File: config.mk
export PLATFORM = sky130hd
export DESIGN_NAME = lmt_queue
export DESIGN_NICKNAME = d
export VERILOG_FILES = /design/src/assert_macros.svh /design/src/lmt_pkg.sv /design/src/lmt_queue.sv
export SDC_FILE = /design/constraint.sdc
export NUM_CORES = 1
export LEC_CHECK = 0
export BUFFER_PORTS_ARGS = -buffer_cell sky130_fd_sc_hd__buf_2
export CORE_MARGIN = 1
export CORE_UTILIZATION = 55
export DETAILED_ROUTE_END_ITERATION = 8
export GPL_TIMING_DRIVEN = 1
export HOLD_SLACK_MARGIN = 0.06
export PLACE_DENSITY = 0.74
export SLEW_MARGIN = 20
export SYNTH_ARGS = -nofsm -noshare
export SYNTH_HDL_FRONTEND = slang
export SYNTH_SLANG_ARGS = --single-unit
File: constraint.sdc
create_clock -name i_clk -period 2.26 [get_ports i_clk]
set_input_delay 0.113 -clock i_clk [delete_from_list [all_inputs] [get_ports i_clk]]
set_output_delay 0.113 -clock i_clk [all_outputs]
set_load 0.005 [all_outputs]
File: src/assert_macros.svh
// assertion helpers shared by the rtl files
`ifndef ASSERT_MACROS_SVH
`define ASSERT_MACROS_SVH
`ifndef ASSERT_OFF
`define ASSERT_ALWAYS(lbl, clk, rst_n, expr) \
    lbl: assert property (@(posedge clk) disable iff (!rst_n) (expr)) \
        else $error("assertion failed");
`define ASSERT_IMPLIES(lbl, clk, rst_n, ante, cons) \
    lbl: assert property (@(posedge clk) disable iff (!rst_n) (ante) |-> (cons)) \
        else $error("assertion failed");
`else
`define ASSERT_ALWAYS(lbl, clk, rst_n, expr)
`define ASSERT_IMPLIES(lbl, clk, rst_n, ante, cons)
`endif
`endif

File: src/lmt_pkg.sv
// ----------------------------------------------------------------------------
// lmt_pkg
// types, constants and helpers for the lcd timing and line fetch block
// ----------------------------------------------------------------------------
`default_nettype none
package lmt_pkg;

    localparam int VRAM_BYTES = 8192;
    localparam int VRAM_AW    = $clog2(VRAM_BYTES);
    localparam int QUEUE_DEPTH = 4;
    localparam int QUEUE_AW    = $clog2(QUEUE_DEPTH);

    localparam logic [8:0] HBLANK_CLOCKS = 9'd204;
    localparam logic [8:0] VBLANK_CLOCKS = 9'd456;
    localparam logic [8:0] OAM_CLOCKS    = 9'd80;
    localparam logic [8:0] XFER_CLOCKS   = 9'd172;
    localparam logic [8:0] TICK_CLOCKS   = 9'd4;
    localparam logic [7:0] LAST_VIS_LINE = 8'd143;
    localparam logic [7:0] LAST_LINE     = 8'd153;
    // top three address bits of the tile map at offset 0x1800
    localparam logic [2:0] MAP_BASE_HI   = 3'b110;
    localparam logic [4:0] LAST_COLUMN   = 5'd31;

    localparam logic       CFG_SCROLL_Y = 1'b0;
    localparam logic       CFG_SCROLL_X = 1'b1;

    localparam logic       IN_TICK  = 1'b0;
    localparam logic       IN_WRITE = 1'b1;
    localparam logic       OUT_LINE = 1'b0;
    localparam logic       OUT_PIX  = 1'b1;

    typedef enum logic [1:0] {
        M_HBLANK = 2'd0,
        M_VBLANK = 2'd1,
        M_OAM    = 2'd2,
        M_XFER   = 2'd3
    } t_lcd_mode;

    typedef enum logic [1:0] {
        CMD_WRITE = 2'd0,
        CMD_LINE  = 2'd1,
        CMD_FETCH = 2'd2
    } t_cmd_kind;

    typedef enum logic [2:0] {
        B_IDLE = 3'd0,
        B_MAP  = 3'd1,
        B_TILE = 3'd2,
        B_LO   = 3'd3,
        B_HI   = 3'd4
    } t_bstate;

    typedef struct packed {
        logic                mode;
        logic [VRAM_AW-1:0]  vram_address;
        logic [7:0]          vram_byte;
    } t_in;

    typedef struct packed {
        logic        kind;
        logic [7:0]  line_counter;
        logic [4:0]  tile_column;
        logic [7:0]  background_row;
        logic [63:0] shades;
        logic        last;
    } t_out;

    // work command from the front to the back
    typedef struct packed {
        t_cmd_kind           kind;
        logic [VRAM_AW-1:0]  addr;
        logic [7:0]          data;
        logic [4:0]          col;
    } t_cmd;

    typedef struct packed {
        logic clearing;
    } t_back_status;

    // two bitplane bytes to eight shades, leftmost pixel in the top byte
    function automatic logic [63:0] to_shades(input logic [7:0] lo, input logic [7:0] hi);
        logic [63:0] res;
        res = '0;
        for (int b = 0; b < 8; b++) begin
            case ({hi[b], lo[b]})
                2'd0:    res[b*8 +: 8] = 8'd255;
                2'd1:    res[b*8 +: 8] = 8'd192;
                2'd2:    res[b*8 +: 8] = 8'd96;
                default: res[b*8 +: 8] = 8'd0;
            endcase
        end
        return res;
    endfunction

endpackage
`default_nettype wire

File: src/lmt_queue.sv
// ----------------------------------------------------------------------------
// lmt_queue
// short command fifo between the timing front and the fetch back
// ----------------------------------------------------------------------------
`default_nettype none
module lmt_queue (
    input  wire             i_clk,
    input  wire             i_rst_n,
    input  wire             i_push,
    input  lmt_pkg::t_cmd   i_push_cmd,
    output logic            o_full,
    input  wire             i_pop,
    output lmt_pkg::t_cmd   o_pop_cmd,
    output logic            o_empty
);
    import lmt_pkg::*;

    t_cmd                r_mem [QUEUE_DEPTH];
    logic [QUEUE_AW-1:0] r_wr_ptr, r_rd_ptr;
    logic [QUEUE_AW:0]   r_count;

    assign o_full    = (r_count == QUEUE_AW'(0) + (QUEUE_AW+1)'(QUEUE_DEPTH));
    assign o_empty   = (r_count == '0);
    assign o_pop_cmd = r_mem[r_rd_ptr];

    // storage
    always_ff @(posedge i_clk) begin
        if (i_push) begin
            r_mem[r_wr_ptr] <= i_push_cmd;
        end
    end

    // pointers and fill count
    always_ff @(posedge i_clk) begin
        if (!i_rst_n) begin
            r_wr_ptr <= '0;
            r_rd_ptr <= '0;
            r_count  <= '0;
        end else begin
            if (i_push) begin
                r_wr_ptr <= r_wr_ptr + 1'b1;
            end
            if (i_pop) begin
                r_rd_ptr <= r_rd_ptr + 1'b1;
            end
            r_count <= r_count + (QUEUE_AW+1)'(i_push) - (QUEUE_AW+1)'(i_pop);
        end
    end

endmodule
`default_nettype wire

==> flow_metrics.tcl <==
set metrics [dict create \
    final_layout_size_suffix_gt1_share_pct 38.9 \
    critPathRequiredTime_ns 2.15 \
    gp_congestion 0.730 \
    io_pins 62 \
    r2r-start "r_wr_ptr[0]$_SDFFE_PN0P_" \
    seq_power_share_pct 44.6 \
    comb_power_share_pct 8.8 \
    synth_edf_count 112 \
    p_leak_nw 2.14 \
    min_path_cells 2 \
    drc 0 \
    dr_total_vias 2233 \
    critPathKind "flip-flop to output port" \
    tns_ns 0 \
    crit_path_max_fanout 17 \
    avgViaCountPerCell 5.34 \
    drtIter0Drc 150 \
    cts.hold.buffers_added 31 \
    worstReg2RegEnd "r_mem[0][10]$_DFFE_PP_" \
    switchingPower_w 0.00123 \
    yosysSeqAreaShare_pct 78.2 \
    cp.arrival_ns 2.05 \
    die_h_um 92.8 \
    maxSlewViolCount 0 \
    grt_pass1_vias 2487 \
    setup_viol 0 \
    numCtsBuffers 17 \
    fin_ws_ns 0.100 \
    track_usage_pct 20.9 \
    power_density_nw_per_um2 998 \
    dieArea_sq_um 8610 \
    synth.distinct_cells 20 \
    hold_violations 0 \
    rsz0062_at_grt "false" \
    io_buffers 61 \
    core_area_sq_um 7850 \
    maxCapViolations 0 \
    fmax_mhz 463 \
    clock_power_share_pct 46.6 \
    synthFlopType "edfxtp_1" \
    crit_path_end_kind "output port" \
    antenna_found_initial 0 \
    routedWlPerCell_um 19.1 \
    layout_min_cycle_time_ns 2.16 \
    internal-power_w 0.00466 \
    r2r_slack_ns 0.43 \
    dpl.hpwl_mm 4.55 \
    relSlewSlack_pct 58.7 \
    power_w 0.00589 \
    drt-total-wl_mm 7.99 \
    grt_max_degree 18 \
    htreeDepth 4 \
    place_ws_ns 0.411 \
    cts.sinks 121 \
    hold_class "primary input to flip-flop" \
    final.setup_skew_ns 0.00622 \
    clkTransAtPathRegs_ns 0.06 \
    antennaDiodeCount 0 \
    area_growth_pct 30.3 \
    outcome "complete, no violations" \
    async_reset_ff_share_pct 0 \
    grt_pass1_wl_mm 12.5 \
    cts_tree "done" \
    drtPass1Iterations 4 \
    fin_crit_sh_pct 95.6 \
    die-width_um 92.8 \
    syn_nets 228 \
    whs_endpoint "r_mem[1][0]$_DFFE_PP_" \
    clock_path_buffers 2 \
    synth.avg_cell_area_sq_um 24.0 \
    clk_latency_ns 0.51 \
    drtAntennaViolNets 0 \
    row_count 32 \
    cp-start-kind "flip-flop" \
    yosys_register_bits 121 \
    irDropWorstVdd_uv 706 \
    r2r_cells 4 \
    tightest_slew_ns 0.619 \
    nets 342 \
    post_cts_resized 0 \
    grt_overflow 0 \
    cts_root_buf "clkbuf_8" \
    p_sw_share_pct 20.9 \
    cts_setup_buffers 0 \
    initial_utilization_pct 57.8 \
    yosys_warnings 0 \
    synthCells 189 \
    synth_area_sq_um 4530 \
    worstHoldStart "i_push_cmd[0]" \
]
-- cell usage in the layout (no fill, tap or decap), drive strengths merged, types with 3 or more instances in the layout --
cell           n
and2           6
buf           70
bufinv         4
clkbuf        18
clkinv         4
clkinvlp       3
dfxtp          9
dlygate4sd3   31
edfxtp       112
ha             6
inv           10
mux4          28
nor2           5
-- worst max-delay path by stage --
stage,endpoint,depth (start not counted)
after floorplan,r_mem[2][0]$_DFFE_PP_,3
after global placement,r_mem[0][10]$_DFFE_PP_,4
after detailed placement,r_mem[0][12]$_DFFE_PP_,4
after CTS,o_pop_cmd[13],3
after global routing,o_pop_cmd[13],3
final,o_pop_cmd[13],3
-- cell families (layout without fill, tap and decap cells) --
family / Yosys count / in the layout / share of synthesized area [%]
flops: 121 / 121 / 78.2
mux: 29 / 29 / 14.8
simple gates: 14 / 14 / 1.66
buf+inv: 13 / 140 / 2.04
fa+ha+maj: 7 / 7 / 2.10
xor+xnor: 3 / 3 / 0.911
compound gates: 2 / 2 / 0.331
-- state kept, by name, summed over array words and instances (netlist names), named ones only --
signal and flops:
r_count 3, r_wr_ptr 2, r_mem 112, r_rd_ptr 2
-- final cells by class --
class,instances,area (sq um)
clock buffers,18,418
clock inverters,14,196
fillers,458,1940
inverters,7,26.3
multi-input cells,55,897
flip-flops and latches,121,3540
well taps,102,128
repair buffers,101,696
-- per-layer routing --
layer | vias up | GRT usage (%) | part of all wire, %
met2 | 64 | 35.7 | 54
met3 | 15 | 6.24 | 4.2
met5 | - | 0 | 0
met4 | 0 | 8.97 | 1.5
li1 | 1016 | - | -
met1 | 1138 | 24.4 | 40
-- cell usage after synthesis, drive strengths merged, types with 2 or more instances --
library cell,n,area (sq um)
edfxtp,112,3360
mux4,28,661
dfxtp,9,180
inv,7,26.3
and2,6,37.5
buf,6,66.3
ha,6,75.1
nor2,5,18.8
xnor2,2,17.5
-- critical path, stage by stage, from the launching register on --
cell     delay (ns)
dfxtp_2        0.59
buf_12         0.25
mux4_2         0.54
buf_2          0.15
-- power by group through the flow --
stage               Sequential [W]  Combinational (W)  Clock (W)
floorplan                  0.00265           0.000305          0
global placement           0.00266           0.000468          0
detailed placement         0.00267           0.000482          0
CTS                        0.00263           0.000529    0.00279
global route               0.00264           0.000572    0.00288
finish                     0.00263           0.000518    0.00275
-- stage by stage --
step | utilization, % | cells | hold slack [ns] | area, sq um
6_report | 75.3 | 418 | 0.348 | 5910
5_1_grt | 75.3 | 418 | 0.347 | 5910
4_1_cts | 75.3 | 418 | 0.332 | 5910
3_5_place_dp | 63.5 | 355 | 0.331 | 4980
3_3_place_gp | 63.5 | 355 | 0.326 | 4980
2_1_floorplan | - | 189 | 0.212 | 4530
Power figures use the tool's default switching activity.
