--- src/assert_macros.svh ---
// assertion helpers shared by the rtl files
`ifndef ASSERT_MACROS_SVH
`define ASSERT_MACROS_SVH
`ifndef ASSERT_OFF
`define ASSERT_ALWAYS(lbl, clk, rst_n, expr) \
    lbl: assert property (@(posedge clk) disable iff (!rst_n) (expr)) \
        else $error("assertion failed");
`define ASSERT_IMPLIES(lbl, clk, rst_n, ante, cons) \
    lbl: assert property (@(posedge clk) disable iff (!rst_n) (ante) |-> (cons)) \
        else $error("assertion failed");
`else
`define ASSERT_ALWAYS(lbl, clk, rst_n, expr)
`define ASSERT_IMPLIES(lbl, clk, rst_n, ante, cons)
`endif
`endif

--- src/lmt_pkg.sv ---
// ----------------------------------------------------------------------------
// lmt_pkg
// types, constants and helpers for the lcd timing and line fetch block
// ----------------------------------------------------------------------------
`default_nettype none
package lmt_pkg;

    localparam int VRAM_BYTES = 8192;
    localparam int VRAM_AW    = $clog2(VRAM_BYTES);
    localparam int QUEUE_DEPTH = 4;
    localparam int QUEUE_AW    = $clog2(QUEUE_DEPTH);

    localparam logic [8:0] HBLANK_CLOCKS = 9'd204;
    localparam logic [8:0] VBLANK_CLOCKS = 9'd456;
    localparam logic [8:0] OAM_CLOCKS    = 9'd80;
    localparam logic [8:0] XFER_CLOCKS   = 9'd172;
    localparam logic [8:0] TICK_CLOCKS   = 9'd4;
    localparam logic [7:0] LAST_VIS_LINE = 8'd143;
    localparam logic [7:0] LAST_LINE     = 8'd153;
    // top three address bits of the tile map at offset 0x1800
    localparam logic [2:0] MAP_BASE_HI   = 3'b110;
    localparam logic [4:0] LAST_COLUMN   = 5'd31;

    localparam logic       CFG_SCROLL_Y = 1'b0;
    localparam logic       CFG_SCROLL_X = 1'b1;

    localparam logic       IN_TICK  = 1'b0;
    localparam logic       IN_WRITE = 1'b1;
    localparam logic       OUT_LINE = 1'b0;
    localparam logic       OUT_PIX  = 1'b1;

    typedef enum logic [1:0] {
        M_HBLANK = 2'd0,
        M_VBLANK = 2'd1,
        M_OAM    = 2'd2,
        M_XFER   = 2'd3
    } t_lcd_mode;

    typedef enum logic [1:0] {
        CMD_WRITE = 2'd0,
        CMD_LINE  = 2'd1,
        CMD_FETCH = 2'd2
    } t_cmd_kind;

    typedef enum logic [2:0] {
        B_IDLE = 3'd0,
        B_MAP  = 3'd1,
        B_TILE = 3'd2,
        B_LO   = 3'd3,
        B_HI   = 3'd4
    } t_bstate;

    typedef struct packed {
        logic                mode;
        logic [VRAM_AW-1:0]  vram_address;
        logic [7:0]          vram_byte;
    } t_in;

    typedef struct packed {
        logic        kind;
        logic [7:0]  line_counter;
        logic [4:0]  tile_column;
        logic [7:0]  background_row;
        logic [63:0] shades;
        logic        last;
    } t_out;

    // work command from the front to the back
    typedef struct packed {
        t_cmd_kind           kind;
        logic [VRAM_AW-1:0]  addr;
        logic [7:0]          data;
        logic [4:0]          col;
    } t_cmd;

    typedef struct packed {
        logic clearing;
    } t_back_status;

    // two bitplane bytes to eight shades, leftmost pixel in the top byte
    function automatic logic [63:0] to_shades(input logic [7:0] lo, input logic [7:0] hi);
        logic [63:0] res;
        res = '0;
        for (int b = 0; b < 8; b++) begin
            case ({hi[b], lo[b]})
                2'd0:    res[b*8 +: 8] = 8'd255;
                2'd1:    res[b*8 +: 8] = 8'd192;
                2'd2:    res[b*8 +: 8] = 8'd96;
                default: res[b*8 +: 8] = 8'd0;
            endcase
        end
        return res;
    endfunction

endpackage
`default_nettype wire

--- src/lmt_front.sv ---
// ----------------------------------------------------------------------------
// lmt_front
// accepts items, runs the lcd mode timing and issues commands to the back
// ----------------------------------------------------------------------------
`default_nettype none
`include "assert_macros.svh"
module lmt_front (
    input  wire                  i_clk,
    input  wire                  i_rst_n,
    input  wire                  i_valid,
    output logic                 o_ready,
    input  lmt_pkg::t_in         i_in,
    input  wire                  i_cfg_we,
    input  wire                  i_cfg_idx,
    input  wire [7:0]            i_cfg_data,
    input  lmt_pkg::t_back_status i_bstat,
    input  wire                  i_q_full,
    output logic                 o_push,
    output lmt_pkg::t_cmd        o_cmd
);
    import lmt_pkg::*;

    t_lcd_mode  r_mode, n_mode;
    logic [8:0] r_clock, n_clock;
    logic [7:0] r_line, n_line;
    logic [7:0] r_scroll_y, r_scroll_x;
    logic       accept;
    logic [8:0] clk_add;
    logic [7:0] line_inc;

    assign o_ready  = !i_q_full && !i_bstat.clearing;
    assign accept   = i_valid && o_ready;
    assign clk_add  = r_clock + TICK_CLOCKS;
    assign line_inc = r_line + 8'd1;

    // configuration registers
    always_ff @(posedge i_clk) begin
        if (!i_rst_n) begin
            r_scroll_y <= '0;
            r_scroll_x <= '0;
        end else if (i_cfg_we) begin
            case (i_cfg_idx)
                CFG_SCROLL_Y: r_scroll_y <= i_cfg_data;
                default:      r_scroll_x <= i_cfg_data;
            endcase
        end
    end

    // timing state
    always_ff @(posedge i_clk) begin
        if (!i_rst_n) begin
            r_mode  <= M_HBLANK;
            r_clock <= '0;
            r_line  <= '0;
        end else begin
            r_mode  <= n_mode;
            r_clock <= n_clock;
            r_line  <= n_line;
        end
    end

    // mode stepping and command issue
    always_comb begin
        n_mode  = r_mode;
        n_clock = r_clock;
        n_line  = r_line;
        o_push  = 1'b0;
        o_cmd.kind = CMD_WRITE;
        o_cmd.addr = i_in.vram_address;
        o_cmd.data = i_in.vram_byte;
        o_cmd.col  = r_scroll_x[7:3];
        if (accept) begin
            if (i_in.mode == IN_WRITE) begin
                o_push = 1'b1;
            end else begin
                n_clock = clk_add;
                unique case (r_mode)
                    M_HBLANK: begin
                        if (clk_add >= HBLANK_CLOCKS) begin
                            n_clock    = '0;
                            n_line     = line_inc;
                            o_push     = 1'b1;
                            o_cmd.kind = CMD_LINE;
                            o_cmd.data = line_inc + 8'd1;
                            n_mode     = (line_inc == LAST_VIS_LINE) ? M_VBLANK : M_OAM;
                        end
                    end
                    M_VBLANK: begin
                        if (clk_add >= VBLANK_CLOCKS) begin
                            n_clock    = '0;
                            n_line     = line_inc;
                            o_push     = 1'b1;
                            o_cmd.kind = CMD_LINE;
                            o_cmd.data = line_inc + 8'd1;
                            if (line_inc > LAST_LINE) begin
                                n_mode = M_OAM;
                                n_line = '0;
                            end
                        end
                    end
                    M_OAM: begin
                        if (clk_add >= OAM_CLOCKS) begin
                            n_clock = '0;
                            n_mode  = M_XFER;
                        end
                    end
                    M_XFER: begin
                        if (clk_add >= XFER_CLOCKS) begin
                            n_clock    = '0;
                            n_mode     = M_HBLANK;
                            o_push     = 1'b1;
                            o_cmd.kind = CMD_FETCH;
                            o_cmd.data = r_line + r_scroll_y;
                        end
                    end
                    default: ;
                endcase
            end
        end
    end

    `ASSERT_IMPLIES(a_vblank_lines, i_clk, i_rst_n, r_mode == M_VBLANK,
        r_line >= LAST_VIS_LINE && r_line <= LAST_LINE)
    `ASSERT_ALWAYS(a_clock_range, i_clk, i_rst_n, r_clock < VBLANK_CLOCKS)
    `ASSERT_IMPLIES(a_fetch_from_xfer, i_clk, i_rst_n, o_push && o_cmd.kind == CMD_FETCH,
        r_mode == M_XFER)

endmodule
`default_nettype wire

--- config.mk ---
export PLATFORM = sky130hd
export DESIGN_NAME = lmt_front
export DESIGN_NICKNAME = d
export VERILOG_FILES = /design/src/lmt_pkg.sv /design/src/lmt_front.sv
export VERILOG_INCLUDE_DIRS = /design/src /design/src/src
export SDC_FILE = /design/constraint.sdc
export NUM_CORES = 1
export LEC_CHECK = 0
export ABC_AREA = 1
export BUFFER_PORTS_ARGS = -buffer_cell sky130_fd_sc_hd__buf_2
export CAP_MARGIN = 25
export CORE_ASPECT_RATIO = 2
export CORE_UTILIZATION = 52
export CTS_BUF_LIST = sky130_fd_sc_hd__clkbuf_16
export CTS_CLUSTER_DIAMETER = 100
export DETAILED_ROUTE_END_ITERATION = 10
export PLACE_DENSITY = 0.78
export SYNTH_ARGS = -nofsm -noshare
export SYNTH_HDL_FRONTEND = slang
export SYNTH_SLANG_ARGS = --single-unit
--- constraint.sdc ---
create_clock -name i_clk -period 3.4 [get_ports i_clk]
set_clock_uncertainty 0.05 [all_clocks]
set_input_delay 1.02 -clock i_clk [delete_from_list [all_inputs] [get_ports i_clk]]
set_output_delay 1.02 -clock i_clk [all_outputs]
set_load 0.01 [all_outputs]
==> results.toml <==
[worst_setup_path]
critical_path_class = "flop to output port"
reg2reg_to = "r_line[2]$_SDFFE_PN0P_"
crit_fanout = 6
regToRegSetupSlack_ns = 1.23
worstPathCellList = "buf_4, nand2_2, nor2_4, nand2_1, nand2_1, nand2_2, nor2_2, o21ai_0, nand2_1, nand3_1, nand2_2, nand2_1, inv_2, nand2_1, nand3_1, buf_2"
critPathTopFamily = "simple AND/OR/NAND/NOR gates"
cp-end-kind = "output port"
cpMaxStageDelayCell = "dfxtp_2"
r2r_start = "r_clock[2]$_SDFFE_PN0P_"
arrival_ns = 2.25
crit_buf_inv = 3
cp-start-kind = "flop"
slowest_delay_ns = 0.36
worstPathRequired_ns = 2.33
r2r_cells = 13
crit_top_cell = "nand2_1"

[place]
dp_hpwl_um = 5740
pre_cts_ws_ns = 0.105
io_buffers = 40
gp_congestion = 0.895
placed_area_um2 = 2890

[clocking]
clock_path_buffers = 2
h-tree-depth = 2
clkTransAtPathRegs_ns = 0.05
numClockSinks = 30
cts_buffers = 5
clk_latency_ns = 0.28
cts_tree = "done"
cts_root_buffer = "clkbuf_16"

[hold_path]
min_from = "r_scroll_x[4]$_SDFFE_PN0P_"
hp-class = "flop to flop"
whs_endpoint = "r_scroll_x[4]$_SDFFE_PN0P_"
min_path_cells = 2

[logic_synthesis]
synth_flop_cell = "dfxtp_1"
synth-seq-cells = 30
syn_nets = 483
ys_warn_count = 0
syn-cell-area_um2 = 2680
postSynth.asyncResetShare_pct = 0
syn_inst = 427
synth_seq_area_share_pct = 22.4
synth.lib_cells_used.distinct = 34
synth_edf_count = 0
avgSynthCellArea_um2 = 6.27

[die]
chipWidth_um = 52.8
core_um2 = 4910
dieHeight_um = 104
initial_core_util_pct = 54.6
die-area_um2 = 5460
pin_count = 67
row_count = 36

[timing]
hold_viol = 0
worstMarginPinSlew_ns = 0.374
max_freq_ghz = 0.301
slew_viol_final = 0
fin_crit_ns = 3.32
timing.final.crit_share_pct = 97.6
finalSetupViolations = 0
rsz0062_at_grt = "yes"
slew_headroom_pct = 75.1
fin_ws_ns = 0.0828

[layout]
mostFrequentLayoutCell = "nand2_1"
multi_input_area_um2 = 1860
diodes = 0
drive_above_1_share_pct = 24.9
syn_to_final_growth_pct = 18.9
fillCellCount = 449
layout_common_cells = "101 x nand2_1, 52 x nor2_1, 43 x inv_1"
design_area_um2 = 3190
nNetsFinal = 525
regArea_um2 = 614

[global_routing]
grt-ovfl-total = 0
track_usage_pct = 28.3
antenna_found_initial = 0
grt_max_degree = 23
grt_pass1_vias = 2741
grt_first_pass_wirelength_um = 11600

[route]
postRouteAntennaNets = 0
drt-initial-drc-count = 87
vias = 2919
viasPerCell = 5.55
wl_per_cell_um = 14.5
wirelength_um = 7620
firstDrtPassIters = 6
drc = 0

[run]
drv_cap = 0

[status]
outcome = "completed"

[power]
leakage_nw = 1.56
irDropWorstVdd_mv = 0.314
power_density_nw_per_um2 = 305
## through the flow
step | setup TNS [ns] | instances | utilization, % | total power, mW | hold slack, ns
floorplan | 0 | 427 | - | 0.455 | 0.423
global placement | 0 | 514 | 58.8 | 0.481 | 0.415
detailed placement | 0 | 514 | 58.8 | 0.484 | 0.427
CTS | 0 | 521 | 62.2 | 0.974 | 0.442
global route | -0.483 | 526 | 64.9 | 1.01 | 0.468
finish | 0 | 526 | 64.9 | 0.972 | 0.437
## tightest hold or removal path: cells and delay by family, from the launching register on
kind,cells,cell delay [ns]
and+or+nand+nor,2,0.13
DFF,1,0.32
## power by group
part,internal (mW),switching (mW)
sequential,0.363,0.00861
clock,0.338,0.153
combinational,0.0458,0.0637
## cells in the mapped netlist (6+ instances only)
cell	instances	area (um2)
nand2_1	106	398
nor2_1	58	218
inv_1	43	161
dfxtp_1	30	601
o21ai_0	30	150
nand3_1	29	145
a21oi_1	18	90.1
ha_1	18	225
buf_4	15	113
nand4_1	12	75.1
nand2_2	8	50.1
nor2_2	7	43.8
o21ai_1	6	30.0
## worst max-delay path by stage
stage / start / end / slack [ns] / depth (start not counted)
floorplan: i_bstat / o_cmd[5] / 0.02 / 10
global placement: r_clock[2]$_SDFFE_PN0P_ / o_cmd[11] / 0.14 / 11
detailed placement: i_bstat / o_cmd[6] / 0.11 / 12
CTS: r_clock[2]$_SDFFE_PN0P_ / o_cmd[9] / 0.001 / 13
global route: r_clock[3]$_SDFFE_PN0P_ / o_cmd[12] / -0.09 / 16
finish: r_clock[3]$_SDFFE_PN0P_ / o_cmd[12] / 0.08 / 16
## final cells by class
class	instances	area share, %
clock buffer	5	3.93
clock inverter	2	1.06
inverter	48	5.66
multi-input combinational	330	58.2
sequential	30	19.3
tap	57	2.24
timing repair buffer	54	9.58
## routing by layer
metal	GRT usage, %	vias to the layer above	wire, um
li1	-	1458	-
met1	23.5	1308	2480
met2	55.1	116	4340
met3	4.26	37	345
met4	18.4	0	446
met5	0	-	0
## sequential cells by signal (all words and copies together) (netlist names)
register / count
r_clock: 7
r_mode: 2
r_scroll_x: 5
r_scroll_y: 8
r_line: 8
## repair_timing
| action | in CTS | in global routing |
|---|---|---|
| hold buffers | 0 | 0 |
| buffers inserted | 0 | 5 |
| resized for setup | 4 | 31 |
| gates cloned | 0 | 0 |
| pin swaps | 0 | 11 |
| endpoints found under the setup margin | 9 | 10 |
## logic make-up (layout without fill, tap and decap cells)
logic type      count (synthesis)  count (layout)  synth area share [%]
flops                          30              30                  22.4
buf+inv                        67             109                  11.8
fa+ha+maj                      19              19                  9.15
compound gates                 62              62                  12.4
xor+xnor                       10              10                  3.27
simple gates                  239             239                  41.0
Note: power is estimated with default switching activity, not from simulation.
